==> config.mk <==
export PLATFORM = sky130hd
export DESIGN_NAME = gbps_horner_cell
export DESIGN_NICKNAME = d
export VERILOG_FILES = /design/src/hw/rtl/gaussian_bump_perturb_sphere_defines.svh /design/src/hw/rtl/gbps_pkg.sv /design/src/hw/rtl/gbps_horner_cell.sv
export SDC_FILE = /design/constraint.sdc
export NUM_CORES = 2
export LEC_CHECK = 0
export BUFFER_PORTS_ARGS = -buffer_cell sky130_fd_sc_hd__buf_2
export CELL_PAD_IN_SITES_DETAIL_PLACEMENT = 1
export CELL_PAD_IN_SITES_GLOBAL_PLACEMENT = 2
export CORE_MARGIN = 2
export CORE_UTILIZATION = 46
export DETAILED_ROUTE_END_ITERATION = 8
export PLACE_DENSITY = 0.94
export SLEW_MARGIN = 40
export SYNTH_ARGS = -nofsm -noshare
export SYNTH_HDL_FRONTEND = slang
export SYNTH_SLANG_ARGS = --single-unit
==> constraint.sdc <==
create_clock -name clock -period 19.7 [get_ports clock]
set_input_delay 3.94 -clock clock [delete_from_list [all_inputs] [get_ports clock]]
set_output_delay 3.94 -clock clock [all_outputs]
set_load 0.01 [all_outputs]
==> src/hw/rtl/gaussian_bump_perturb_sphere_defines.svh <==
// Assertion macros shared by the perturbation block.
`ifndef GAUSSIAN_BUMP_PERTURB_SPHERE_DEFINES_SVH
`define GAUSSIAN_BUMP_PERTURB_SPHERE_DEFINES_SVH

// Same-cycle implication, off while reset is high.
`define GBPS_ASSERT_NOW(label, clk, rst, ante, cons, msg) \
   label: assert property (@(posedge clk) disable iff (rst) (ante) |-> (cons)) \
      else $error(msg);

// Next-cycle implication, also checked across reset.
`define GBPS_ASSERT_NEXT(label, clk, ante, cons, msg) \
   label: assert property (@(posedge clk) (ante) |=> (cons)) \
      else $error(msg);

`endif

==> src/hw/rtl/gbps_pkg.sv <==
package gbps_pkg;

   // One input word and one result word.
   typedef struct packed {
      logic signed [30:0] point_lat;
      logic signed [31:0] point_lon;
      logic signed [47:0] value_in;
   } req_word_type;

   typedef struct packed {
      logic signed [47:0] value_out;
      logic               saturated;
   } rsp_word_type;

   // Register indexes of the configuration port.
   localparam logic [2:0] CSR_CENTRE_LAT      = 3'd0;
   localparam logic [2:0] CSR_CENTRE_LON      = 3'd1;
   localparam logic [2:0] CSR_AMPLITUDE       = 3'd2;
   localparam logic [2:0] CSR_WIDTH_KM        = 3'd3;
   localparam logic [2:0] CSR_EARTH_RADIUS_KM = 3'd4;

   localparam logic [23:0] WIDTH_RESET  = 24'd25600;
   localparam logic [15:0] RADIUS_RESET = 16'd6376;

   // Fixed-point constants, radians in Q29, fractions in Q30.
   localparam logic [30:0] Q30_ONE     = 31'h4000_0000;
   localparam logic [30:0] PI_Q29      = 31'd1686629713;
   localparam logic [30:0] HALF_PI_Q29 = 31'd843314857;
   localparam logic [31:0] TWO_PI_Q29  = 32'd3373259426;

   // Horner divisors of the sine series, highest term first.
   localparam int SIN_STEPS = 6;
   localparam int SIN_K [SIN_STEPS] = '{156, 110, 72, 42, 20, 6};

   localparam int HORNER_LAT = 2;
   localparam int SIN_LAT    = 1 + SIN_STEPS * HORNER_LAT + 2;
   localparam int EXP_STEPS  = 12;
   localparam int THETA_BITS = 31;
   localparam int DIV_BITS   = 27;
   localparam int POW_CELLS  = 31;

   // exp(-1) in Q30, formed by the same truncating Horner steps as exp(-f).
   function automatic logic [30:0] exp_neg_one();
      logic [63:0] t;
      t = 64'h4000_0000;
      for (int k = EXP_STEPS; k >= 1; k--) begin
         t = 64'h4000_0000 - (t / 64'(k));
      end
      return t[30:0];
   endfunction

   localparam logic [30:0] E1_Q30 = exp_neg_one();

endpackage

==> src/hw/rtl/gbps_horner_cell.sv <==
module gbps_horner_cell
   import gbps_pkg::*;
#(
   parameter int K = 1
) (
   input  logic        clock,
   input  logic [31:0] arg_in,
   input  logic [30:0] t_in,
   output logic [31:0] arg_out,
   output logic [30:0] t_out
);

   // Reciprocal of K, exact for every 33-bit dividend.
   localparam int          RECIP_SH = 33 + $clog2(K);
   localparam logic [33:0] RECIP    =
      34'(((68'd1 << RECIP_SH) + 68'(K) - 68'd1) / 68'(K));

   logic [63:0] prod;
   logic [32:0] m_ff;
   logic [66:0] qprod;
   logic [32:0] quot;
   logic [31:0] arg_ff;
   logic [31:0] arg2_ff;
   logic [30:0] t_ff;

   // Product with the running term, then the reciprocal multiply and subtract.
   assign prod  = 64'(arg_in) * 64'(t_in);
   assign qprod = 67'(m_ff) * 67'(RECIP);
   assign quot  = 33'(qprod >> RECIP_SH);

   always_ff @(posedge clock) begin
      m_ff    <= prod[62:30];
      arg_ff  <= arg_in;
      t_ff    <= Q30_ONE - quot[30:0];
      arg2_ff <= arg_ff;
   end

   assign arg_out = arg2_ff;
   assign t_out   = t_ff;

endmodule

# Word level (Yosys, flattened, before mapping)
# Index checks and enable logic that the tools add are counted.
# classes
addsub	1
mul	1
n_div	0
n_lt_le_gt_ge	0
eq_ne	0
n_shift	0
muxes	0
bitwise_logic	0
n_reduce_logical	0
# ops
cell	n
multiplier 32 x 31 -> 61 bit	1
subtractor 31 bit (first input constant)	1
# totals
reg_bits	126
latchBits	0
ram_bits	0
rom_bits	0
inputBits	64
output_inout_bits	63
wordCells	6
memories	0

# Logic depth before layout (Yosys ltp)
# logic_depth
word_depth	1
mapped_depth	28
ltp_nobuf	27

# Worst setup path before layout
# No wires, ideal clock.
# synth_path
path_kind	input to register
start	input t_in[7]
end	register m_ff[27]
setup_time_ns	0.123
t_arrival_ns	10.406
slack_ns	9.171
path_stages	24
path_buffers	1
cell_sequence	clkbuf_1 and2_1 fa_1 fa_1 inv_1 fa_1 fa_1 inv_1 fa_1 fa_1 fa_1 inv_1 fa_1 inv_1 ha_1 and3_1 and3_1 a221oi_1 nor2_1 a21oi_2 o21ai_1 a311oi_1 o21bai_1 xor2_1
# synth_between
elab_chain_len	1
# synth_lines
item	line_no	source
start, declared	gbps_horner_cell.sv:8	input logic [30:0] t_in,
multiplier 32 x 31 -> 61 bit	gbps_horner_cell.sv:27	assign prod = 64'(arg_in) * 64'(t_in);
named net prod[57]	gbps_horner_cell.sv:18	logic [63:0] prod;
end signal, assigned	gbps_horner_cell.sv:32	m_ff <= prod[62:30];
end, declared	gbps_horner_cell.sv:19	logic [32:0] m_ff;
# The timed path passes the listed nets, and every way through them passes these cells.

# Final worst setup path
# layout_path
start	input arg_in[25]
end	register m_ff[27]
# layout_between
elab_chain_len	1
# layout_lines
item	line_no	source
start, declared	gbps_horner_cell.sv:7	input logic [31:0] arg_in,
multiplier 32 x 31 -> 61 bit	gbps_horner_cell.sv:27	
named net prod[57]	gbps_horner_cell.sv:18	
# The timed path passes the listed nets, and every way through them passes these cells.

==> qor.yml <==
routedWlPerCell_um: 22.2
synth_ff_type: "dfxtp_1"
place.port_buffers: 126
ys_types: 51
gp_congestion: 0.886
stdcell_count: 4507
relSlewSlack: 0.383
start_util: 0.464
place_ws_ns: 7.75
dp_cells: 4474
grt_usage: 0.278
synth_seq_cells: 126
fin_crit_sh: 0.582
setup_tns_ns: 0
crit_path_top_delay_cell: "buf_2"
ys_seq_area_frac: 0.0745
antenna_found_initial: 2
finalInstanceArea_mm2: 0.0357
placed_area_mm2: 0.0350
drv_slew: 0
syn-num-nets: 4743
cts-htree-levels: 4
ant_nets: 0
crit_path_frequent_cell: "fa_1"
ctsResizeCount: 0
regArea_mm2: 0.00252
area_growth_pct: 5.34
fp-row-count: 99
clkTransAtPathRegs_ns: 0.07
layout_commonest_cell: "fa_1"
ctsHoldBuffers: 0
root_buffer: "clkbuf_16"
async_flop_share: 0
synth_edf_count: 0
grt_pass1_wl_mm: 158
numCtsBuffers: 17
dieWidth_um: 275
die_area_mm2: 0.0758
grt_setup_unrepaired: "no"
nets: 4702
worst_pin_slew_ns: 0.925
core_area_mm2: 0.0730
synth.yosys.warnings: 0
wirelength_mm: 99.9
drtIter0Drc: 1271
cts_buffer_depth: 2
start_kind: "primary input"
hp-class: "reg2reg"
mostFrequentLayoutCells: "fa_1 (864), inv_1 (814), and2_1 (516)"
grt_overflow: 0
critical-path-max-stage-delay_ns: 0.65
hold_viol: 0
end_kind: "flip-flop"
clock_sinks: 126
postSynthCellCount: 3576
clock_skew_ns: 0.0351
cts_setup_buffers: 0
route.detailed.drc: 0
crit_fanout: 32
grt_pass1_vias: 28483
min_period_ns: 11.46
timing.final.ws_setup_ns: 8.24
arrival_ns: 11.83
drive_gt1_frac: 0.0516
rrSetupSlack_ns: 17.23
die_h_um: 275
grt_max_degree: 33
worstPathRequired_ns: 20.07
syn_area_per_cell_um2: 9.47
setup_viol: 0
crit_buf_inv: 5
drv_cap: 0
via_count: 24132
synth_area_mm2: 0.0338
clock_latency_ns: 0.50
diodes: 0
cts_tree: "done"
drt_pass1_iterations: 5
critical-path-top-delay-family: "adder cells"
n_fill_cell: 8330
dp_hpwl_mm: 77.7
path_cells: "buf_2 -> and2_1 -> fa_1 -> fa_1 -> inv_1 -> fa_1 -> fa_1 -> inv_1 -> fa_1 -> fa_1 -> fa_1 -> inv_1 -> fa_1 -> inv_1 -> ha_1 -> and3_1 -> and3_1 -> a221oi_1 -> nor2_1 -> a21oi_2 -> o21ai_1 -> a311oi_1 -> o21bai_1 -> xor2_1"
multi_input_area_mm2: 0.0275
ioPinCount: 127
via_per_inst: 5.35
status: "finished clean"
fmax_mhz: 87.2
criticalPathCategory: "in2reg"
## final timing paths
check | start | endpoint | depth (start not counted)
setup / recovery | arg_in[25] | m_ff[27] | 24
hold / removal | arg_ff[21] | arg_out[21] | 0
setup reg to reg | m_ff[5] | t_out[27] | 8
hold reg to reg | arg_ff[21] | arg_out[21] | 0
## kinds of logic (layout without fill, tap and decap cells)
group / after synthesis / after routing / share of synthesized area
buffers and inverters: 1015 / 987 / 0.113
AOI/OAI and AO/OA: 135 / 135 / 0.0254
adders and majority gates: 1103 / 1103 / 0.599
muxes: 2 / 2 / 0.000591
DFF: 126 / 126 / 0.0745
and+or+nand+nor: 1128 / 1128 / 0.170
xor gates and xnor gates: 67 / 67 / 0.0173
## cell type report
class / count / share of cell area
flip-flops and latches: 126 / 0.0707
inverters: 814 / 0.0857
clock inverters: 15 / 0.00467
well taps: 959 / 0.0337
repair buffers: 141 / 0.0218
clock buffers: 17 / 0.0119
multi-input cells: 2435 / 0.772
## stage by stage
step / utilization / hold slack, ns
CTS: 0.488 / 0.319
global route: 0.489 / 0.324
floorplan: - / 0.310
finish: 0.489 / 0.321
global placement: 0.480 / 0.310
detailed placement: 0.480 / 0.313
## Yosys cell counts, types with 13 or more instances
| master | count | area [um^2] |
|---|---|---|
| dfxtp_1 | 126 | 2520 |
| xnor2_1 | 44 | 385 |
| a21oi_1 | 41 | 205 |
| xor2_1 | 23 | 201 |
| inv_1 | 814 | 3060 |
| nor3_1 | 15 | 75.1 |
| nor2_1 | 25 | 93.8 |
| nand2_1 | 508 | 1910 |
| and2_1 | 516 | 3230 |
| fa_1 | 864 | 17300 |
| a21o_1 | 29 | 218 |
| nand3_1 | 13 | 65.1 |
| nand4_1 | 14 | 87.6 |
| o21ai_0 | 21 | 105 |
| clkbuf_1 | 200 | 751 |
| ha_1 | 239 | 2990 |
## routing by layer
layer / vias up / track usage / wire length (um)
met3: 298 / 0.0299 / 4060
met4: 4 / 0.156 / 6130
met1: 12928 / 0.313 / 36600
met5: - / 0 / 24
met2: 723 / 0.512 / 53100
li1: 10179 / - / -
## registers in the layout, summed over array words and instances (netlist names)
register  count
arg_ff       32
arg_out      32
m_ff         31
t_out        31
Power is left out: the tool's default activity adds up to more than one toggle a clock period on the data nets, which glitch-free logic cannot reach.
